File: config.mk
export PLATFORM = sky130hd
export DESIGN_NAME = trimmed_mean_duty_regulator_core
export DESIGN_NICKNAME = d
export VERILOG_FILES = /design/src/rtl/tmdr_pkg.sv /design/src/rtl/trimmed_mean_duty_regulator_core.sv
export SDC_FILE = /design/constraint.sdc
export NUM_CORES = 1
export LEC_CHECK = 0
export BUFFER_PORTS_ARGS = -buffer_cell sky130_fd_sc_hd__buf_4
export CORE_MARGIN = 1
export CORE_UTILIZATION = 56
export CTS_BUF_LIST = sky130_fd_sc_hd__clkbuf_16
export DETAILED_ROUTE_END_ITERATION = 8
export PLACE_DENSITY = 0.85
export SKIP_CTS_REPAIR_TIMING = 1
export SLEW_MARGIN = 40
export SYNTH_ARGS = -nofsm -noshare
export SYNTH_HDL_FRONTEND = slang
export SYNTH_SLANG_ARGS = --single-unit
File: constraint.sdc
create_clock -name clk -period 20.4 [get_ports clk]
set_clock_uncertainty 0.15 [all_clocks]
set_input_delay 4.08 -clock clk [delete_from_list [all_inputs] [get_ports clk]]
set_output_delay 4.08 -clock clk [all_outputs]
set_load 0.02 [all_outputs]
File: src/rtl/tmdr_pkg.sv
// ----------------------------------------------------------------------------
// tmdr_pkg
// Constants and types for the trimmed-mean duty regulator.
// ----------------------------------------------------------------------------
package tmdr_pkg;

  localparam int LEVEL_BITS = 12;
  localparam int DUTY_BITS  = 7;
  localparam int SUM_BITS   = 16;
  localparam int CNT_BITS   = 4;
  localparam int RUN_BITS   = 8;

  localparam logic [CNT_BITS-1:0] WINDOW_LEN  = 4'd10;
  localparam int                  TRIM_SHIFT  = 3;
  localparam logic [RUN_BITS-1:0] COUNT_LIMIT = 8'd5;

  localparam logic [LEVEL_BITS-1:0] HIGH_LIMIT_RST   = 12'd4095;
  localparam logic [LEVEL_BITS-1:0] LOW_LIMIT_RST    = 12'd0;
  localparam logic [DUTY_BITS-1:0]  DUTY_CEILING_RST = 7'd74;
  localparam logic [DUTY_BITS-1:0]  DUTY_FLOOR_RST   = 7'd1;

  localparam int OUT_DATA_BITS = 24;
  localparam int OUT_USER_BITS = 1;

  typedef enum logic [1:0] {
    REG_HIGH_LIMIT   = 2'd0,
    REG_LOW_LIMIT    = 2'd1,
    REG_DUTY_CEILING = 2'd2,
    REG_DUTY_FLOOR   = 2'd3
  } reg_idx_t;

endpackage

File: src/rtl/trimmed_mean_duty_regulator_core.sv
// ----------------------------------------------------------------------------
// trimmed_mean_duty_regulator_core
// Trimmed-mean level filter over windows of ten samples, driving a
// bang-bang duty regulator.
// ----------------------------------------------------------------------------
// Usage:
//   s_* carries one converter sample per item (s_tdata, low bits).
//   m_* returns one result item per sample: m_tdata holds filtered_level
//   and duty, m_tuser flags a sample that closed a window.
//   The APB port sets the limits, duty ceiling and floor; write it only
//   while no item is in flight.
// Path: a sample is taken into the input register, then its result into
//   the result register. Throughput: one item per cycle while the result
//   is not stalled; the whole window and regulator update is one
//   combinational pass between the two registers.
// Stall: while m_tready is low the result holds; an empty input register
//   can still take one more item, then s_tready drops until the result
//   leaves.
// Reset: rst (synchronous) empties both registers, clears window, level,
//   duty and run counters to zero and loads register defaults.
// ----------------------------------------------------------------------------
module trimmed_mean_duty_regulator_core #(
  parameter int SAMPLE_BITS = 12,
  localparam int InWidth = ((SAMPLE_BITS + 7) / 8) * 8
) (
  input  logic                                clk,
  input  logic                                rst,
  // sample stream
  input  logic                                s_tvalid,
  output logic                                s_tready,
  input  logic [InWidth-1:0]                  s_tdata,  // [SAMPLE_BITS-1:0] sample, rest zero
  // result stream
  output logic                                m_tvalid,
  input  logic                                m_tready,
  output logic [tmdr_pkg::OUT_DATA_BITS-1:0]  m_tdata,  // [11:0] filtered_level, [18:12] duty
  output logic [tmdr_pkg::OUT_USER_BITS-1:0]  m_tuser,  // [0] level_updated
  // configuration
  input  logic                                psel,
  input  logic                                penable,
  input  logic                                pwrite,
  input  logic [3:0]                          paddr,
  input  logic [31:0]                         pwdata,
  output logic [31:0]                         prdata,
  output logic                                pready
);

  localparam int LB = tmdr_pkg::LEVEL_BITS;
  localparam int DB = tmdr_pkg::DUTY_BITS;
  localparam int SB = tmdr_pkg::SUM_BITS;
  localparam int CB = tmdr_pkg::CNT_BITS;
  localparam int RB = tmdr_pkg::RUN_BITS;

  // --------------------------------------------------------------------------
  // Configuration registers
  // --------------------------------------------------------------------------
  logic [LB-1:0] high_limit;
  logic [LB-1:0] low_limit;
  logic [DB-1:0] duty_ceiling;
  logic [DB-1:0] duty_floor;

  tmdr_pkg::reg_idx_t reg_idx;
  logic               cfg_write;

  assign pready    = 1'b1;
  assign reg_idx   = tmdr_pkg::reg_idx_t'(paddr[3:2]);
  assign cfg_write = psel && penable && pwrite && pready;

  always_ff @(posedge clk) begin
    if (rst) begin
      high_limit   <= tmdr_pkg::HIGH_LIMIT_RST;
      low_limit    <= tmdr_pkg::LOW_LIMIT_RST;
      duty_ceiling <= tmdr_pkg::DUTY_CEILING_RST;
      duty_floor   <= tmdr_pkg::DUTY_FLOOR_RST;
    end else if (cfg_write) begin
      case (reg_idx)
        tmdr_pkg::REG_HIGH_LIMIT:   high_limit   <= pwdata[LB-1:0];
        tmdr_pkg::REG_LOW_LIMIT:    low_limit    <= pwdata[LB-1:0];
        tmdr_pkg::REG_DUTY_CEILING: duty_ceiling <= pwdata[DB-1:0];
        tmdr_pkg::REG_DUTY_FLOOR:   duty_floor   <= pwdata[DB-1:0];
        default: ;
      endcase
    end
  end

  // Read back: zero-extend the selected register.
  always_comb begin
    case (reg_idx)
      tmdr_pkg::REG_HIGH_LIMIT:   prdata = 32'(high_limit);
      tmdr_pkg::REG_LOW_LIMIT:    prdata = 32'(low_limit);
      tmdr_pkg::REG_DUTY_CEILING: prdata = 32'(duty_ceiling);
      tmdr_pkg::REG_DUTY_FLOOR:   prdata = 32'(duty_floor);
      default:                    prdata = '0;
    endcase
  end

  // --------------------------------------------------------------------------
  // Input register
  // --------------------------------------------------------------------------
  logic                   in_valid;
  logic [SAMPLE_BITS-1:0] in_sample;
  logic                   advance;   // result register may load
  logic                   fire;      // an item is processed this cycle

  assign advance  = !m_tvalid || m_tready;
  assign s_tready = !in_valid || advance;
  assign fire     = in_valid && advance;

  always_ff @(posedge clk) begin
    if (rst) begin
      in_valid <= 1'b0;
    end else if (s_tready) begin
      in_valid <= s_tvalid;
    end
  end

  always_ff @(posedge clk) begin
    if (s_tready && s_tvalid) begin
      in_sample <= s_tdata[SAMPLE_BITS-1:0];
    end
  end

  // --------------------------------------------------------------------------
  // Window and regulator state
  // --------------------------------------------------------------------------
  logic [CB-1:0]          window_count, window_count_next;
  logic [SB-1:0]          window_sum, window_sum_next;
  logic [SAMPLE_BITS-1:0] window_max, window_max_next;
  logic [SAMPLE_BITS-1:0] window_min, window_min_next;
  logic [LB-1:0]          held_level, held_level_next;
  logic [DB-1:0]          duty_value, duty_value_next;
  logic [RB-1:0]          over_count, over_count_next;
  logic [RB-1:0]          under_count, under_count_next;
  logic                   updated;

  logic [SAMPLE_BITS-1:0] run_max;
  logic [SAMPLE_BITS-1:0] run_min;
  logic [SB-1:0]          run_sum;
  logic [CB-1:0]          run_count;
  logic [SB-1:0]          trimmed;
  logic [RB-1:0]          over_inc;
  logic [RB-1:0]          under_inc;

  always_comb begin
    // Window collection: first sample seeds both extremes; a new maximum
    // skips the minimum test.
    run_max = window_max;
    run_min = window_min;
    if (window_count == '0) begin
      run_max = in_sample;
      run_min = in_sample;
    end else if (in_sample > window_max) begin
      run_max = in_sample;
    end else if (in_sample < window_min) begin
      run_min = in_sample;
    end
    run_sum   = window_sum + SB'(in_sample);
    run_count = window_count + CB'(1);
    // Drop both extremes, wrapping at the sum width, then scale by 1/8.
    trimmed   = run_sum - SB'(run_max) - SB'(run_min);

    updated           = (run_count >= tmdr_pkg::WINDOW_LEN);
    window_max_next   = run_max;
    window_min_next   = run_min;
    window_sum_next   = run_sum;
    window_count_next = run_count;
    held_level_next   = held_level;
    if (updated) begin
      held_level_next   = trimmed[tmdr_pkg::TRIM_SHIFT +: LB];
      window_max_next   = '0;
      window_min_next   = '0;
      window_sum_next   = '0;
      window_count_next = '0;
    end

    // Bang-bang regulation on the level after this step's update.
    over_inc         = over_count + RB'(1);
    under_inc        = under_count + RB'(1);
    over_count_next  = over_count;
    under_count_next = under_count;
    duty_value_next  = duty_value;
    if (held_level_next > high_limit) begin
      under_count_next = '0;
      if (over_inc > tmdr_pkg::COUNT_LIMIT) begin
        over_count_next = '0;
        if (duty_value > duty_floor) begin
          duty_value_next = duty_value - DB'(1);
        end
      end else begin
        over_count_next = over_inc;
      end
    end else if (held_level_next < low_limit) begin
      // Under run is kept across steps and wraps at its width.
      over_count_next  = '0;
      under_count_next = under_inc;
      if (under_inc > tmdr_pkg::COUNT_LIMIT && duty_value < duty_ceiling) begin
        duty_value_next = duty_value + DB'(1);
      end
    end
  end

  always_ff @(posedge clk) begin
    if (rst) begin
      window_count <= '0;
      window_sum   <= '0;
      window_max   <= '0;
      window_min   <= '0;
      held_level   <= '0;
      duty_value   <= '0;
      over_count   <= '0;
      under_count  <= '0;
    end else if (fire) begin
      window_count <= window_count_next;
      window_sum   <= window_sum_next;
      window_max   <= window_max_next;
      window_min   <= window_min_next;
      held_level   <= held_level_next;
      duty_value   <= duty_value_next;
      over_count   <= over_count_next;
      under_count  <= under_count_next;
    end
  end

  // --------------------------------------------------------------------------
  // Result register
  // --------------------------------------------------------------------------
  always_ff @(posedge clk) begin
    if (rst) begin
      m_tvalid <= 1'b0;
    end else if (advance) begin
      m_tvalid <= in_valid;
    end
  end

  always_ff @(posedge clk) begin
    if (fire) begin
      m_tdata <= tmdr_pkg::OUT_DATA_BITS'({duty_value_next, held_level_next});
      m_tuser <= updated;
    end
  end

endmodule

==> results.json, run 1 <==
{
  "cts-root-buf": "clkbuf_16",
  "ir_worst_vdd_uv": 72.5,
  "crit_top_cell": "buf_4",
  "status": "finished, final reports clean",
  "hold_class": "reg2reg",
  "slew_headroom": 0.450,
  "coreArea_mm2": 0.0165,
  "dieArea_mm2": 0.0173,
  "fmax_ghz": 0.107,
  "fillers": 1327,
  "yosys_most_used_dff": "dfxtp_1",
  "die_height_um": 132,
  "cts_buffer_depth": 2,
  "start_kind": "primary input",
  "holdPathEnd": "held_level[4]",
  "diodes": 0,
  "synth_top_cell_area_share": 0.251,
  "design_power_total_uw": 808,
  "setup_ws_ns": 11.09,
  "grt_pass1_wl_um": 34800,
  "power_leakage_uw": 0.00448,
  "synth.area.top_cells": "dfxtp_1, ha_1, edfxtp_1",
  "dp_hpwl_um": 14900,
  "max_cap_violations": 0,
  "hold_depth": 2,
  "layout_common_cells": "dfxtp_1, inv_1, ha_1, nand2_1, nor2_1",
  "syn2layout_area_growth_pct": 12.3,
  "multi_input_area_mm2": 0.00550,
  "initial_utilization": 0.572,
  "synth_cell_types": 71,
  "r2r_cells": 28,
  "drive_above_1_share": 0.138,
  "seqCellArea_mm2": 0.00332,
  "ys_seq_area_frac": 0.353,
  "synthesis.area_mm2": 0.00941,
  "viasPerCell": 5.82,
  "htreeDepth": 4,
  "track_usage": 0.249,
  "tightestPinTransition_ns": 0.822,
  "num_io_pins": 119,
  "drtPass1Iterations": 5,
  "gr-total-overflow": 0,
  "path_clk_slew_ns": 0.07,
  "ys_ff_latch": 150,
  "period_minus_slack_ns": 9.31,
  "drt-initial-drc-count": 540,
  "portBuffers": 66,
  "slowest_delay_ns": 0.57,
  "ys_async_sr_fraction": 0,
  "wirelength_um": 21200,
  "cp_cell_sequence": "buf_4, mux4_2, buf_4",
  "r2r-end": "duty_value[6]",
  "rows": 47,
  "finalNonFillerCells": 1323,
  "tritoncts": "done",
  "crit_required_ns": 16.17,
  "fin_setup_tns_ns": 0,
  "grt_pass1_vias": 7404,
  "hold_viol": 0,
  "cts_buffers": 17,
  "rsz0062_at_grt": "no",
  "drv_slew": 0,
  "hold_path_startpoint": "held_level[4]",
  "ys_warn_count": 0,
  "worstPathMaxFanout": 16,
  "cp_num_buf_inv": 2,
  "wl_per_cell_um": 16.0,
  "insertion_delay_ns": 0.44,
  "r2r-start": "in_sample[1]",
  "place_ws_ns": 11.08,
  "post-route-period-util": 0.456,
  "setup.worst_path.class": "in2out",
  "holdWs_ns": 0.308,
  "cp_top_family": "multiplexers",
  "setup_violations": 0,
  "power.density_mw_per_mm2": 76.5,
  "antenna_found_initial": 0,
  "drc": 0,
  "chipWidth_um": 132,
  "rrSetupSlack_ns": 11.94,
  "cts.sinks": 150,
  "worstSetupEndpointType": "primary output",
  "antenna_left": 0,
  "yosys.area.top_type": "dfxtp_1",
  "synth_edf_count": 32,
  "synth_area_per_cell_um2": 9.06,
  "syn_inst": 1039,
  "place_congestion": 0.873,
  "cp_slowest_cell": "mux4_2",
  "final_common_cell": "dfxtp_1",
  "crit_arrival_ns": 5.08,
  "vias": 7701,
  "dp_cells": 1291,
  "grt_max_degree": 98,
  "nets": 1254
}
[power breakdown]
part | leakage [µW] | switching, µW | internal [µW]
clock network | 0.000274 | 136 | 171
registers | 0.00127 | 8.40 | 313
logic | 0.00294 | 105 | 75.5
total | 0.00448 | 249 | 559
[synthesized netlist by cell type (all sizes together) (16+ instances only)]
cell and count:
a211o 16, xnor2 16, inv 94, nor2 91
buf 30, nand3 19, clkbuf 34, mux2 24
xor2 19, edfxtp 32, a21oi 78, dfxtp 118
ha 94, nand2 94, o21ai 46, mux2i 19
[worst max path at each step]
stage,endpoint,startpoint,cells after the start,slack (ns)
final,prdata[0],paddr[2],3,11.09
after CTS,prdata[0],paddr[2],3,11.08
after global placement,prdata[3],paddr[2],3,11.08
after floorplan,prdata[1],paddr[2],3,10.68
after global routing,prdata[0],paddr[2],3,11.05
after detailed placement,prdata[0],paddr[2],3,11.08
[cell families after synthesis]
kind of cell | count (synthesis) | share of synthesized area
AOI/OAI and AO/OA | 246 | 0.178
xor gates and xnor gates | 35 | 0.0326
adders and majority gates | 105 | 0.148
buffers and inverters | 159 | 0.0741
DFF | 150 | 0.353
muxes | 50 | 0.0657
other | 2 | 0.000798
and+or+nand+nor | 292 | 0.147
[worst reg2reg max path, delay by kind of cell, from the launching register on]
family                   cells  cell delay, ns
XOR/XNOR                     1            0.16
AO/OA/AOI/OAI               15            4.15
multiplexers                 1            0.44
adder cells (fa/ha/maj)      4            1.58
flip-flops                   1            0.54
buffers and inverters        1            0.04
AND/OR/NAND/NOR              6            1.33
[per-stage QoR]
stage	util	area (µm²)
floorplan	-	9500
global placement	0.606	9980
detailed placement	0.607	9990
CTS	0.641	10600
global route	0.642	10600
finish	0.642	10600
[sequential cells by signal, summed over array words and instances (netlist names), 8 cells and up]
register     count
held_level      12
high_limit      12
in_sample       12
low_limit       12
m_tdata         19
over_count       8
under_count      8
window_max      12
window_min      12
window_sum      15
[layer usage]
metal | vias up | share of wire | GRT usage | routed length [µm]
li1 | 3759 | - | - | -
met1 | 3701 | 0.44 | 0.314 | 9330
met2 | 196 | 0.49 | 0.421 | 10400
met3 | 45 | 0.044 | 0.0455 | 943
met4 | 0 | 0.026 | 0.0982 | 545
met5 | - | 0 | 0 | 0
[final cells by class]
cell class	count	area share
Multi-Input combinational cell	754	0.520
Sequential cell	150	0.315
Timing Repair Buffer	72	0.0515
Clock buffer	17	0.0403
Inverter	95	0.0337
Tap cell	220	0.0261
Clock inverter	15	0.0137
No activity file was read; power rests on OpenSTA's default activity.
==> run 2, diff against run 1 <==
--- a/config.mk
+++ b/config.mk
@@ -5,12 +5,13 @@
 export SDC_FILE = /design/constraint.sdc
 export NUM_CORES = 1
 export LEC_CHECK = 0
+export ABC_AREA = 1
 export BUFFER_PORTS_ARGS = -buffer_cell sky130_fd_sc_hd__buf_4
 export CORE_MARGIN = 1
-export CORE_UTILIZATION = 56
+export CORE_UTILIZATION = 54
 export CTS_BUF_LIST = sky130_fd_sc_hd__clkbuf_16
 export DETAILED_ROUTE_END_ITERATION = 8
-export PLACE_DENSITY = 0.85
+export PLACE_DENSITY = 0.86
 export SKIP_CTS_REPAIR_TIMING = 1
 export SLEW_MARGIN = 40
 export SYNTH_ARGS = -nofsm -noshare
==> constraint.sdc (replaced) <==
create_clock -name clk -period 7.7 [get_ports clk]
set_clock_uncertainty 0.15 [all_clocks]
set_input_delay 1.54 -clock clk [delete_from_list [all_inputs] [get_ports clk]]
set_output_delay 1.54 -clock clk [all_outputs]
set_load 0.02 [all_outputs]
==> run 2 against run 1 <==
Via count grew 19%. Cell count is 25% higher. Critical endpoint is now m_tdata[13]. Sequential share of layout area decreased by 1.5 points. Critical path type is now reg2reg. Non-clock buffer count is 2 higher. Highest routed layer unchanged.
==> results.json, run 2 <==
{
  "status": "finished, final reports clean",
  "insertion_delay_ns": 0.43,
  "path_clk_slew_ns": 0.06,
  "vias": 9195,
  "fmax_ghz": 0.148,
  "synth_edf_count": 32,
  "slowest_delay_ns": 0.57,
  "wirelength_um": 23700,
  "synth_area_per_cell_um2": 7.27,
  "track_usage": 0.255,
  "drv_slew": 0,
  "wl_per_cell_um": 14.3,
  "p_seq_frac": 0.355,
  "ys_async_sr_fraction": 0,
  "rsz0062_at_grt": "no",
  "rows": 49,
  "rrSetupSlack_ns": 0.95,
  "power.density_mw_per_mm2": 223,
  "regMostFlops": "m_tdata",
  "htreeDepth": 4,
  "design_power_total_uw": 2480,
  "num_io_pins": 119,
  "worstPathMaxFanout": 24,
  "chipWidth_um": 138,
  "internal_power_uw": 1620,
  "switching_power_uw": 857,
  "start_kind": "register",
  "ys_ff_latch": 150,
  "synthesis.area_mm2": 0.00993,
  "syn_inst": 1366,
  "cts_buffer_depth": 2,
  "drtPass1Iterations": 5,
  "power_leakage_uw": 0.00510,
  "r2r_cells": 33,
  "crit_required_ns": 7.74,
  "cts-root-buf": "clkbuf_16",
  "grt_pass1_wl_um": 37800,
  "drc": 0,
  "hold_class": "reg2reg",
  "synth_top_cell_area_share": 0.238,
  "grt_pass1_vias": 8177,
  "cts_buffers": 17,
  "grt_max_degree": 65,
  "post-route-period-util": 0.877,
  "syn2layout_area_growth_pct": 11.6,
  "initial_utilization": 0.551,
  "fin_setup_tns_ns": 0,
  "drive_above_1_share": 0.0919,
  "final_common_cell": "nand2_1",
  "yosys_most_used_dff": "dfxtp_1",
  "yosys.area.top_type": "dfxtp_1",
  "period_minus_slack_ns": 6.75,
  "ir_worst_vdd_uv": 175,
  "synth.area.top_cells": "dfxtp_1, ha_1, nand2_1",
  "synth_cell_types": 50,
  "setup_violations": 0,
  "yosysMostFrequentCell": "nand2_1",
  "drt-initial-drc-count": 824,
  "diodes": 0,
  "setup.worst_path.class": "reg2reg",
  "nets": 1577,
  "dieArea_mm2": 0.0189,
  "switching_share": 0.346,
  "die_height_um": 138,
  "viasPerCell": 5.56,
  "holdWs_ns": 0.315,
  "cp_slowest_cell": "fa_1",
  "coreArea_mm2": 0.0180,
  "crit_arrival_ns": 6.79,
  "tritoncts": "done",
  "layout_common_cells": "nand2_1, inv_1, a21oi_1, dfxtp_1, o21ai_0",
  "portBuffers": 66,
  "gr-total-overflow": 0,
  "slew_headroom": 0.491,
  "ys_warn_count": 0,
  "reg_top3": "m_tdata: 19 flops, window_sum: 15 flops",
  "max_cap_violations": 0,
  "place_congestion": 0.924,
  "clkPwrFrac": 0.349,
  "hold_viol": 0,
  "largest_register_ffs": 19,
  "ys_seq_area_frac": 0.335,
  "crit_top_cell": "nand2_1",
  "tightestPinTransition_ns": 0.762,
  "synth_commonest_cells": "nand2_1, inv_1, a21oi_1, dfxtp_1, o21ai_0",
  "worstSetupEndpointType": "register",
  "hold_depth": 2,
  "antenna_found_initial": 0,
  "cts.sinks": 150,
  "dp_hpwl_um": 16900,
  "antenna_left": 0,
  "combPwrFrac": 0.296
}
==> run 2: cell type report <==
| type | instances | area (µm²) |
|---|---|---|
| Fill cell | 1512 | 6940 |
| Clock inverter | 15 | 180 |
| Multi-Input combinational cell | 980 | 5610 |
| Timing Repair Buffer | 74 | 556 |
| Sequential cell | 150 | 3320 |
| Tap cell | 229 | 287 |
| Clock buffer | 17 | 425 |
| Inverter | 190 | 713 |
==> run 2: per-stage QoR <==
| stage | instance area [µm²] | cells | worst slack (ns) | utilization |
|---|---|---|---|---|
| finish | 11100 | 1655 | 0.948 | 0.615 |
| global route | 11100 | 1655 | 0.344 | 0.615 |
| CTS | 11100 | 1655 | 1.02 | 0.615 |
| detailed placement | 10500 | 1623 | 1.12 | 0.582 |
| global placement | 10500 | 1623 | 1.21 | 0.582 |
| floorplan | 10000 | 1390 | 2.35 | - |
==> run 2: power groups by stage <==
stage | sequential (µW) | clock, µW | combinational, µW
2_1_floorplan | 894 | 0 | 550
3_3_place_gp | 893 | 0 | 699
3_5_place_dp | 895 | 0 | 716
4_1_cts | 878 | 872 | 724
5_1_grt | 883 | 907 | 827
6_report | 879 | 865 | 732
==> run 2: worst max-delay path, delay by kind of cell, from the launching register on <==
| family | cells | cell delay [ns] |
|---|---|---|
| AOI/OAI and AO/OA | 9 | 1.43 |
| buffers and inverters | 6 | 0.82 |
| adders and majority gates | 4 | 1.61 |
| DFF | 1 | 0.49 |
| and+or+nand+nor | 14 | 1.97 |
==> run 2: path summary, 6_finish.rpt <==
path	startpoint	end
hold reg to reg	window_min[8]	window_min[8]
hold / removal	window_min[8]	window_min[8]
setup / recovery	in_sample[11]	m_tdata[13]
setup reg to reg	in_sample[11]	m_tdata[13]
==> run 2: kinds of logic (layout without fill, tap and decap cells) <==
kind of cell	count (synthesis)	count (layout)	share of synthesized area
buffers and inverters	260	296	0.111
XOR/XNOR	25	25	0.0220
other	2	26	0.000756
AND/OR/NAND/NOR	509	509	0.217
flip-flops	150	150	0.335
adder cells (fa/ha/maj)	105	105	0.141
AO/OA/AOI/OAI	315	315	0.174
==> run 2: layer usage <==
metal / vias up / GRT usage / part of all wire
met5: - / 0 / 0
met4: 0 / 0.107 / 0.027
met3: 60 / 0.0526 / 0.068
met2: 368 / 0.426 / 0.48
met1: 4204 / 0.317 / 0.43
li1: 4563 / - / -
